`config.mk`:
```
export PLATFORM = sky130hd
export DESIGN_NAME = line_pixel_rasterizer_unit
export DESIGN_NICKNAME = d
export VERILOG_FILES = /design/src/design/lpr_pkg.sv /design/src/design/lpr_core.sv /design/src/design/line_pixel_rasterizer_unit.sv
export SDC_FILE = /design/constraint.sdc
export NUM_CORES = 1
export LEC_CHECK = 0
export BUFFER_PORTS_ARGS = -buffer_cell sky130_fd_sc_hd__buf_2
export CORE_ASPECT_RATIO = 0.9
export CORE_MARGIN = 8
export CORE_UTILIZATION = 63
export CTS_CLUSTER_DIAMETER = 120
export DETAILED_ROUTE_END_ITERATION = 12
export GPL_TIMING_DRIVEN = 0
export PLACE_DENSITY = 0.87
export SLEW_MARGIN = 30
export SYNTH_ARGS = -nofsm -noshare
export SYNTH_HDL_FRONTEND = slang
export SYNTH_HIERARCHICAL = 1
export SYNTH_SLANG_ARGS = --single-unit
```
`constraint.sdc`:
```
create_clock -name aclk -period 12.2 [get_ports aclk]
set_input_delay 3.66 -clock aclk [delete_from_list [all_inputs] [get_ports aclk]]
set_output_delay 3.66 -clock aclk [all_outputs]
set_load 0.05 [all_outputs]
```
`src/design/lpr_pkg.sv`:
```
// Shared types and constants for the line pixel rasterizer.
`timescale 1ns / 1ps

package lpr_pkg;

    localparam int PORT_COORD_W = 8;
    localparam int COLOR_W      = 12;
    localparam int S_TDATA_W    = 48;
    localparam int M_TDATA_W    = 32;

    localparam logic OP_START = 1'b0;
    localparam logic OP_STEP  = 1'b1;

    typedef struct packed {
        logic                    op;
        logic [PORT_COORD_W-1:0] start_row;
        logic [PORT_COORD_W-1:0] start_col;
        logic [PORT_COORD_W-1:0] end_row;
        logic [PORT_COORD_W-1:0] end_col;
        logic [COLOR_W-1:0]      pen_color;
    } lpr_item_t;

    typedef struct packed {
        logic                    pixel_valid;
        logic [PORT_COORD_W-1:0] pixel_row;
        logic [PORT_COORD_W-1:0] pixel_col;
        logic [COLOR_W-1:0]      pixel_color;
        logic                    line_done;
    } lpr_result_t;

endpackage

```
`src/design/lpr_core.sv`:
```
// Line state registers and the per-item start and step logic.
`timescale 1ns / 1ps

module lpr_core
    import lpr_pkg::*;
#(
    parameter int COORD_BITS = 8
) (
    input  logic        aclk,
    input  logic        aresetn,
    input  logic        item_fire,
    input  lpr_item_t   item,
    output lpr_result_t result
);

    localparam int C = COORD_BITS;
    localparam int D = COORD_BITS + 1;
    localparam int E = COORD_BITS + 3;

    logic [C-1:0]       row_now_reg, row_now_next;
    logic [C-1:0]       col_now_reg, col_now_next;
    logic [C-1:0]       row_goal_reg, row_goal_next;
    logic [C-1:0]       col_goal_reg, col_goal_next;
    logic               row_dir_neg_reg, row_dir_neg_next;
    logic               col_dir_neg_reg, col_dir_neg_next;
    logic [D-1:0]       twice_drow_reg, twice_drow_next;
    logic [D-1:0]       twice_dcol_reg, twice_dcol_next;
    logic [E-1:0]       error_term_reg, error_term_next;
    logic               row_major_reg, row_major_next;
    logic               busy_reg, busy_next;
    logic [COLOR_W-1:0] held_color_reg, held_color_next;

    logic [C-1:0] sr, sc, er, ec;
    logic [C:0]   drow_raw, dcol_raw, drow_mag, dcol_mag;
    logic [C-1:0] adr, adc;
    logic [D-1:0] twice_dr, twice_dc;
    logic         major_init;
    logic         done_init;
    logic [E-1:0] err_work;
    logic [C-1:0] row_step, col_step;

    assign sr = C'(item.start_row);
    assign sc = C'(item.start_col);
    assign er = C'(item.end_row);
    assign ec = C'(item.end_col);

    // Setup for a new line: signed deltas, magnitudes, doubled spans, major axis and done flag.
    assign drow_raw   = {1'b0, er} - {1'b0, sr};
    assign dcol_raw   = {1'b0, ec} - {1'b0, sc};
    assign drow_mag   = drow_raw[C] ? (~drow_raw + 1'b1) : drow_raw;
    assign dcol_mag   = dcol_raw[C] ? (~dcol_raw + 1'b1) : dcol_raw;
    assign adr        = drow_mag[C-1:0];
    assign adc        = dcol_mag[C-1:0];
    assign twice_dr   = {adr, 1'b0};
    assign twice_dc   = {adc, 1'b0};
    assign major_init = adr > adc;
    assign done_init  = major_init ? (sr == er) : (sc == ec);

    assign row_step = row_dir_neg_reg ? (row_now_reg - 1'b1) : (row_now_reg + 1'b1);
    assign col_step = col_dir_neg_reg ? (col_now_reg - 1'b1) : (col_now_reg + 1'b1);

    always_comb begin
        row_now_next     = row_now_reg;
        col_now_next     = col_now_reg;
        row_goal_next    = row_goal_reg;
        col_goal_next    = col_goal_reg;
        row_dir_neg_next = row_dir_neg_reg;
        col_dir_neg_next = col_dir_neg_reg;
        twice_drow_next  = twice_drow_reg;
        twice_dcol_next  = twice_dcol_reg;
        error_term_next  = error_term_reg;
        row_major_next   = row_major_reg;
        busy_next        = busy_reg;
        held_color_next  = held_color_reg;
        err_work         = error_term_reg;
        result           = '0;

        if (item.op == OP_START) begin
            row_now_next     = sr;
            col_now_next     = sc;
            row_goal_next    = er;
            col_goal_next    = ec;
            row_dir_neg_next = drow_raw[C];
            col_dir_neg_next = dcol_raw[C];
            twice_drow_next  = twice_dr;
            twice_dcol_next  = twice_dc;
            row_major_next   = major_init;
            held_color_next  = item.pen_color;
            if (major_init) begin
                error_term_next = E'(twice_dc) - E'(adr);
            end else begin
                error_term_next = E'(twice_dr) - E'(adc);
            end
            busy_next = !done_init;
            result.pixel_valid = 1'b1;
            result.line_done   = done_init;
        end else if (busy_reg) begin
            // A non-negative error term moves the minor axis as well.
            if (row_major_reg) begin
                if (!error_term_reg[E-1]) begin
                    col_now_next = col_step;
                    err_work     = error_term_reg - E'(twice_drow_reg);
                end
                row_now_next    = row_step;
                error_term_next = err_work + E'(twice_dcol_reg);
                busy_next       = row_step != row_goal_reg;
            end else begin
                if (!error_term_reg[E-1]) begin
                    row_now_next = row_step;
                    err_work     = error_term_reg - E'(twice_dcol_reg);
                end
                col_now_next    = col_step;
                error_term_next = err_work + E'(twice_drow_reg);
                busy_next       = col_step != col_goal_reg;
            end
            result.pixel_valid = 1'b1;
            result.line_done   = !busy_next;
        end

        if (result.pixel_valid) begin
            result.pixel_row   = PORT_COORD_W'(row_now_next);
            result.pixel_col   = PORT_COORD_W'(col_now_next);
            result.pixel_color = held_color_next;
        end
    end

    always_ff @(posedge aclk) begin
        if (!aresetn) begin
            row_now_reg     <= '0;
            col_now_reg     <= '0;
            row_goal_reg    <= '0;
            col_goal_reg    <= '0;
            row_dir_neg_reg <= 1'b0;
            col_dir_neg_reg <= 1'b0;
            twice_drow_reg  <= '0;
            twice_dcol_reg  <= '0;
            error_term_reg  <= '0;
            row_major_reg   <= 1'b0;
            busy_reg        <= 1'b0;
            held_color_reg  <= '0;
        end else if (item_fire) begin
            row_now_reg     <= row_now_next;
            col_now_reg     <= col_now_next;
            row_goal_reg    <= row_goal_next;
            col_goal_reg    <= col_goal_next;
            row_dir_neg_reg <= row_dir_neg_next;
            col_dir_neg_reg <= col_dir_neg_next;
            twice_drow_reg  <= twice_drow_next;
            twice_dcol_reg  <= twice_dcol_next;
            error_term_reg  <= error_term_next;
            row_major_reg   <= row_major_next;
            busy_reg        <= busy_next;
            held_color_reg  <= held_color_next;
        end
    end

endmodule

```
`src/design/line_pixel_rasterizer_unit.sv`:
```
// Line pixel rasterizer: a start item loads a line, each step item yields its next pixel.
// Input channel s_*: tuser[0] is the op (start or step); tdata carries both endpoints
// and the pen color and is only looked at on a start.
// Result channel m_*: exactly one result item per input item, in order. tuser[0] says the
// item carries a pixel; tlast marks the pixel on the final endpoint. A step with no line
// in progress gives an item with tuser[0] low and all other fields zero.
// The accepting edge loads the input register; from there the item moves through the
// start/step logic into the output register, where it is shown.
// Throughput is one item per clock while the receiver keeps up; the next pixel depends on
// the line state alone, updated in the same cycle that its item enters the output register.
// When the receiver stalls, both registers hold and s_tready drops until the output
// register drains; nothing is lost or repeated.
// A start while a line is in progress abandons that line. Reset (aresetn low, synchronous)
// empties both registers and returns the line state to idle.
`timescale 1ns / 1ps

module line_pixel_rasterizer_unit
    import lpr_pkg::*;
#(
    parameter int COORD_BITS = 8
) (
    input  logic                 aclk,
    input  logic                 aresetn,
    input  logic                 s_tvalid,
    output logic                 s_tready,
    // start_row[7:0], start_col[15:8], end_row[23:16], end_col[31:24], pen_color[43:32]
    input  logic [S_TDATA_W-1:0] s_tdata,
    // op[0]
    input  logic [0:0]           s_tuser,
    output logic                 m_tvalid,
    input  logic                 m_tready,
    // pixel_row[7:0], pixel_col[15:8], pixel_color[27:16]
    output logic [M_TDATA_W-1:0] m_tdata,
    // pixel_valid[0]
    output logic [0:0]           m_tuser,
    // line_done
    output logic                 m_tlast
);

    logic        advance;
    logic        in_valid_reg;
    lpr_item_t   in_item_reg, in_item_next;
    logic        out_valid_reg;
    lpr_result_t out_res_reg;
    lpr_result_t core_res;

    assign advance  = !out_valid_reg || m_tready;
    assign s_tready = advance;

    always_comb begin
        in_item_next.op        = s_tuser[0];
        in_item_next.start_row = s_tdata[7:0];
        in_item_next.start_col = s_tdata[15:8];
        in_item_next.end_row   = s_tdata[23:16];
        in_item_next.end_col   = s_tdata[31:24];
        in_item_next.pen_color = s_tdata[43:32];
    end

    lpr_core #(
        .COORD_BITS(COORD_BITS)
    ) u_core (
        .aclk     (aclk),
        .aresetn  (aresetn),
        .item_fire(advance && in_valid_reg),
        .item     (in_item_reg),
        .result   (core_res)
    );

    always_ff @(posedge aclk) begin
        if (!aresetn) begin
            in_valid_reg  <= 1'b0;
            out_valid_reg <= 1'b0;
        end else if (advance) begin
            in_valid_reg  <= s_tvalid;
            out_valid_reg <= in_valid_reg;
        end
    end

    always_ff @(posedge aclk) begin
        if (advance) begin
            in_item_reg <= in_item_next;
            out_res_reg <= core_res;
        end
    end

    assign m_tvalid   = out_valid_reg;
    assign m_tdata    = {4'b0000, out_res_reg.pixel_color, out_res_reg.pixel_col,
                         out_res_reg.pixel_row};
    assign m_tuser[0] = out_res_reg.pixel_valid;
    assign m_tlast    = out_res_reg.line_done;

endmodule

```
After elaboration in Yosys (flattened, before gate mapping)
Index checks and enable logic that the tools add are counted.

operators by class
  $lt $le $gt $ge = 1
  bitwise gates (word level) = 3
  mux-type cells = 35
  reductions and logical operators = 7
  equal/unequal tests = 5
  $add $sub $neg = 14

operators with widths
  cell                 count
  $mux 11              12
  $mux 8               12
  $add 8x1->8 const B  4
  $add 11x9->11        2
  $sub 11x9->11        2
  $sub 9x8->10         2
  $sub 8x8->9          2
  $eq 8x8->1           2
  $ne 8x8->1           2
  $not 8->8            2
  $sub 8x1->8 const B  2
  $mux 12              1
  $mux 1               10
  $gt 8x8->1           1
  $reduce_and 2->1     2
  $logic_not 1->1      3
  $ne 2x1->1 const B   1
  $logic_and 1x1->1    1
  $logic_or 1x1->1     1
  $not 1->1            1

word-level totals
  logic and storage cells = 90
  bits in registers = 152
  output and inout bits = 36

Logic depth before layout (Yosys ltp)
Gate-level depths: netlist of run 1.

  depth after elaboration = 9
  gate-level depth with buffers = 20
  mapped depth without buffers = 20

Hierarchy
Netlist of run 1, hierarchy kept.

modules (own cells, without submodules)
  module                      cells each  sequential area each (sq um)  times used  area an instance (sq um)
  lpr_core                    1004        1481.4                        1           7524.7
  line_pixel_rasterizer_unit  89          2292.2                        1           2374.8

Worst setup path after synthesis of run 1
No wires, ideal clock.

  path type = input-to-output
  start point = input m_tready
  end point = output s_tready
  stages on the path = 2
  arrival time = 4.669 ns
  path buffers = 0
  required time = 8.540 ns
  setup slack = 3.871 ns
  cell sequence = nor2b_4 > inv_2

on the way
  longest elaborated chain between the ends = 1

ends and longest elaborated chain
  what              line                              text
  from (decl)       line_pixel_rasterizer_unit.sv:31  input logic m_tready,
  $logic_or 1x1->1  line_pixel_rasterizer_unit.sv:47  assign advance = !out_valid_reg || m_tready;
  to (decl)         line_pixel_rasterizer_unit.sv:25  output logic s_tready,

No other way between the ends.

Worst setup path after layout of run 1
Ends and elaborated chain as after synthesis.

==> results of run 1 <==
-- per-stage QoR --
| stage | utilization | hold WS (ps) | instance area [sq um] | instances | worst slack (ps) |
|---|---|---|---|---|---|
| finish | 0.726 | 461 | 11200 | 1411 | 3690 |
| CTS | 0.726 | 461 | 11200 | 1411 | 3700 |
| detailed placement | 0.688 | 449 | 10600 | 1379 | 3680 |
| global placement | 0.687 | 441 | 10600 | 1378 | 3130 |
| floorplan | - | 437 | 9910 | 1096 | 3870 |
| global route | 0.726 | 484 | 11200 | 1411 | 3620 |
-- layout make-up --
class	instances	area (sq um)	area share
clock buffer	17	425	0.0381
clock inverter	15	161	0.0144
sequential	151	3770	0.338
buffer	50	213	0.0190
multi-input combinational	805	5590	0.500
inverter	90	340	0.0305
tap	202	253	0.0226
timing repair buffer	81	420	0.0376
-- Yosys cell counts, drive strengths merged, types with 3 or more instances --
cell type    n
a21oi      106
a2111oi      5
maj3         3
a211o        3
xor2        36
a211oi      44
nand2b      13
a31oi        3
nand3b       3
o21ai       60
a21boi       5
nor4         3
xnor2       55
o21bai      13
o221ai       3
nor2        91
or3          9
dfxtp       76
nor2b       16
nor3b        3
o22ai        4
o221a        3
nand2       95
o211ai       6
nand3       25
clkbuf      42
a41oi        3
nand4       10
a21o        19
mux2i       24
and2         3
nor3         8
fa          10
o31ai        6
or2          3
edfxtp      75
ha          79
inv         90
buf          8
o21a         5
mux2         5
-- cells by family (layout without fill, tap and decap cells) --
group	count (synthesis)	in the layout	share of synthesized area
AOI/OAI and AO/OA	300	300	0.192
xor gates and xnor gates	92	92	0.0835
adders and majority gates	92	92	0.123
buffers and inverters	140	253	0.0556
DFF	151	151	0.381
muxes	29	29	0.0300
other	1	4	0.000379
and+or+nand+nor	288	288	0.133
-- routing by layer --
layer,track usage,up-vias,routed length (um)
met5,0,-,0
met4,0.0894,0,548
met3,0.0595,59,3100
met2,0.416,567,12100
met1,0.353,4040,11100
li1,-,4084,-
-- worst min path at each step --
stage | to | slack [ps] | depth (start not counted)
after floorplan | u_core/held_color_reg[0] | 440 | 2
after global placement | u_core/held_color_reg[7] | 440 | 2
after detailed placement | u_core/held_color_reg[7] | 450 | 2
after CTS | u_core/held_color_reg[0] | 460 | 2
after global routing | u_core/held_color_reg[5] | 480 | 2
final | u_core/held_color_reg[0] | 460 | 2
-- critical path: cells and delay by family --
family	cells	cell delay, ps
buf+inv	4	1080
simple gates	1	50
-- power by group through the flow --
stage          clock network (mW)  registers (mW)  logic, mW
3_5_place_dp                    0           0.609      0.872
2_1_floorplan                   0           0.637      0.661
4_1_cts                     0.522           0.598      0.895
6_report                    0.522           0.599      0.920
3_3_place_gp                    0           0.608      0.842
5_1_grt                     0.543           0.602      0.990
==> reports/summary.txt, run 1 <==
Via-per-instance ratio: 6.20
Hold Startpoint: u_core/held_color_reg[0]
Hold buffers post-CTS: 0
Crit-path max cell delay: 380 ps
Clock transition at path regs: 60 ps
Level count of the clock H-tree: 4
Clock share of power: 0.256
Share of cells above drive strength 1: 0.118
Flop2flop setup slack: 7150 ps
Initial DRC Count: 1,074
Layout Skew: 10.4 ps
Fin nets: 1,338
Largest net degree at the start of global routing: 40
Antenna violations before repair: 0
Most frequent cells in the layout: 106 x a21oi_1, 95 x nand2_1, 91 x nor2_1, 88 x inv_1, 82 x buf_2
Commonest non-fill, non-tap cell in the layout: a21oi_1
Wire length per cell: 19.1 um
Final ANT Viol Nets: 0
Gates resized, CTS repair: 0
Launch point of the worst reg-to-reg path: in_item_reg[36]
Vias in the first global route: 8,276
Tot Pwr: 2.04 mW
Synth area leaders: edfxtp_1 23%, dfxtp_1 15%, ha_1 10%
Cell Int Power: 1.23 mW
Synth Flop Type: dfxtp_1
Worst r2r dst: m_tlast
Root Driver: clkbuf_16
Final GP Congestion: 0.927
DP HPWL: 19,900 um
Critical path origin: m_tready
Final-report hold violation count: 0
Gate power share: 0.451
Sw power: 812 uW
Share of the synthesized area in the top cell type: 0.228
Synth Register Bits: 151
Post-CTS Setup Inserts: 0
GRT Total Usage: 0.264
Die Y: 135 um
Outcome: finished, final reports clean
Core Area: 0.0154 sq mm
Hold WC Path Type: reg -> reg
Worst Tran Pin Value: 977 ps
Mapped Area: 0.00990 sq mm
Maximum VDD drop: 0.167 mV
Clock Sink Count: 151
Switching Share: 0.398
Max_cap viols: 0
Largest fanout on the critical path: 39
Worst rel slew slack: 0.346
Seq/Total Area, Yosys: 0.381
Initial DRT Pass Iterations: 5
Final min period: 8510 ps
DRC viols: 0
Final setup fails: 0
Effective utilization at floorplan: 0.643
YS warnings: 6
Setup_tns: 0 ps
Ant diodes: 0
Reg power frac: 0.294
Clk_lat worst skew: 430 ps
Num CTS Buffers: 17
Global route overflow: 0
Crit-path slowest cell: inv_4
Lkg Pwr: 4.72 nW
Layout fillers: 1,107
Most used cell along the critical path: buf_2
Die width: 148 um
Synthesized area per cell: 9.06 sq um
Crit path launch type: input pin
Unrepaired setup endpoints after global routing: false
I/O pins: 89
I/O Buffers: 80
Ys async rst share: 0
WP data arrival: 4850 ps
Post-Synthesis Cells: 1,093
Cell taking the most area after synthesis: edfxtp_1
Period utilization: 0.698
Area Growth Syn to Fin: 12.9%
Post-Route WL: 26,900 um
Largest register FFs: 45
R2R cell count: 18
Critical path endpoint: s_tready
Number of synthesized flops with an enable pin: 75
Die footprint: 0.0200 sq mm
Clk buf depth: 2
TritonCTS clock tree: yes
Cell variety after synth: 71
WP data required: 8540 ps
Power density cells: 183 mW/mm^2
CP Capture Type: output pin
Via count: 8,750
Fmax: 0.118 GHz
Fin. max-slew vios: 0
First-pass GRT wire length: 42,000 um
CP Cell Sequence: buf_2 -> nor2b_4 -> inv_4 -> buf_12 -> buf_2
Setup CP Type: in -> out
# rows: 43
(Power assumes the default switching activity.)
==> run 2, diff against run 1 <==
CORE_UTILIZATION = 55   (was 63)
PLACE_DENSITY = 0.81   (was 0.87)
clock period = 7.6 ns   (was 12.2 ns; I/O delays follow)
==> run 2 against run 1 <==
Net effect:
- sequential share of layout area is 0.17 points lower
- die area increased by 13%
- hold slack got worse by 5.2 ps
- cell count is 2.7% higher
- register-to-register slack lost 4500 ps
- design area increased by 0.52%
- setup slack worse by 1700 ps
- sequential cell count is the same
- critical path type unchanged
- critical endpoint unchanged
- highest routed layer unchanged
==> reports/summary.txt, run 2 (synthesis gave the netlist of run 1 again) <==
Final min period: 5600 ps
Gates resized, CTS repair: 0 (unchanged)
Vias in the first global route: 8,216 (-0.72%)
DRC viols: 0 (unchanged)
Num CTS Buffers: 17 (unchanged)
WP data required: 5320 ps (-3220 ps)
Die footprint: 0.0226 sq mm (+13%)
Power density cells: 289 mW/mm^2 (+58%)
Hold WC Path Type: reg -> reg
Level count of the clock H-tree: 4 (unchanged)
CP Capture Type: output pin
Reg area: 0.00377 sq mm (unchanged)
# rows: 46 (+7.0%)
Core Area: 0.0176 sq mm (+14%)
Final setup fails: 0 (unchanged)
Initial DRC Count: 635 (-41%)
Final GP Congestion: 0.916 (-1.1%)
Worst Tran Pin Value: 888 ps (-89.2 ps)
Wire length per cell: 17.9 um (-6.2%)
Most used cell along the critical path: buf_2
Maximum VDD drop: 0.165 mV (-1.6%)
Layout Skew: 11.5 ps (+1.15 ps)
Outcome: finished, final reports clean
Area taken by multi-input logic gates: 0.00559 sq mm (unchanged)
Largest fanout on the critical path: 57 (+46%)
Root Driver: clkbuf_16
Clock transition at path regs: 60 ps (about the same)
Crit path launch type: input pin
Effective utilization at floorplan: 0.562 (-0.0813)
Top Usage Layer GRT: met2
Fmax: 0.178 GHz
WP data arrival: 3320 ps (-1530 ps)
Antenna violations before repair: 0 (unchanged)
Largest net degree at the start of global routing: 58 (+45%)
Final ANT Viol Nets: 0 (unchanged)
Clk_lat worst skew: 430 ps (about the same)
GRT Total Usage: 0.229 (-0.0353)
I/O pins: 89 (unchanged)
Via-per-instance ratio: 5.87 (-5.3%)
First-pass GRT wire length: 40,400 um (-3.8%)
DP HPWL: 19,500 um (-1.8%)
Met3 usage: 0.0565 (-0.00304)
Buf/Inv on CP: 4 (unchanged)
Share of cells above drive strength 1: 0.118 (unchanged)
Die Y: 143 um (+6.2%)
Clk buf depth: 2 (unchanged)
Setup CP Type: in -> out
Unrepaired setup endpoints after global routing: false
Post-Route WL: 25,900 um (-3.7%)
Tot Pwr: 3.25 mW (+59%)
Post-CTS Setup Inserts: 0 (unchanged)
CP Cell Sequence: buf_2 -> nor2b_4 -> inv_4 -> buf_16 -> buf_2
Met2 global-route usage: 0.364 (-0.0523)
Fin. max-slew vios: 0 (unchanged)
Area Growth Syn to Fin: 13.4%
Worst rel slew slack: 0.401 (+0.0542)
Setup_tns: 0 ps (unchanged)
Max_cap viols: 0 (unchanged)
I/O Buffers: 80 (unchanged)
TritonCTS clock tree: yes
Die width: 157 um (+6.3%)
Layout fillers: 1,470 (+33%)
Most frequent cells in the layout: 106 x a21oi_1, 95 x nand2_1, 91 x nor2_1, 88 x inv_1, 82 x buf_2
Crit-path slowest cell: buf_2
Crit-path max cell delay: 320 ps (-60 ps)
Final-report hold violation count: 0 (unchanged)
Ant diodes: 0 (unchanged)
Lkg Pwr: 4.73 nW (+0.39%)
Routing usage on met1: 0.293 (-0.0599)
Global route overflow: 0 (unchanged)
Hold buffers post-CTS: 0 (unchanged)
Clock Sink Count: 151 (unchanged)
Commonest non-fill, non-tap cell in the layout: a21oi_1
CP top delay family: buffers and inverters
Via count: 8,510 (-2.7%)
Initial DRT Pass Iterations: 5 (unchanged)
Largest register FFs: 45 (unchanged)
Period utilization: 0.737
Fin nets: 1,338 (unchanged)
## run 2: cell types whose count changed in the layout (fill, tap and decap cells not counted), sizes merged
cell      before  now
clkbuf        59   61
clkinv         2    3
clkinvlp       5    2
## run 2: layout make-up
type / instances / area share
clock inverter: 13 / 0.0121
tap: 240 / 0.0267
clock buffer: 19 / 0.0403
buffer: 50 / 0.0189
multi-input combinational: 805 / 0.497
timing repair buffer: 81 / 0.0381
sequential: 151 / 0.336
inverter: 90 / 0.0303
## run 2: worst register-to-register path, stage by stage (launching register included)
cell and delay, ps:
edfxtp_1 420, inv_1 70, ha_1 220, fa_1 400, nand2b_1 220, a211oi_1 330
or3_1 260, nor2_1 60, a21oi_1 320, inv_1 170, ha_1 330, nor2b_1 130
o211ai_1 90, a21oi_1 140, inv_1 70, maj3_2 330, o21a_1 200, maj3_2 360
mux2_2 320, o211a_1 250
## run 2: worst paths after layout
| path | start | end | slack [ps] | depth (start not counted) |
|---|---|---|---|---|
| hold / removal | u_core/held_color_reg[4] | u_core/held_color_reg[4] | 460 | 2 |
| hold reg to reg | u_core/held_color_reg[4] | u_core/held_color_reg[4] | 460 | 2 |
| setup / recovery | m_tready | s_tready | 2000 | 5 |
| setup reg to reg | in_item_reg[12] | m_tlast | 2650 | 19 |
## run 2: report_power, final
part | leakage [nW] | switching [mW] | internal [mW]
Sequential | 1.43 | 0.0447 | 0.916
Combinational | 3.02 | 0.846 | 0.588
Clock | 0.287 | 0.373 | 0.479
## run 2: routing by layer
layer / wire [um] / share of wire
met5: 0 / 0
met4: 702 / 0.027
met3: 2210 / 0.085
met2: 11600 / 0.45
met1: 11400 / 0.44
## run 2: stage by stage
stage	utilization	instance area [sq um]	hold slack [ps]	std cells	setup slack, ps
CTS	0.638	11200	456	1449	1980
detailed placement	0.604	10600	447	1417	1980
finish	0.638	11200	456	1449	2000
global placement	0.603	10600	442	1416	1310
global route	0.638	11200	475	1449	1930
floorplan	-	9910	437	1096	2030
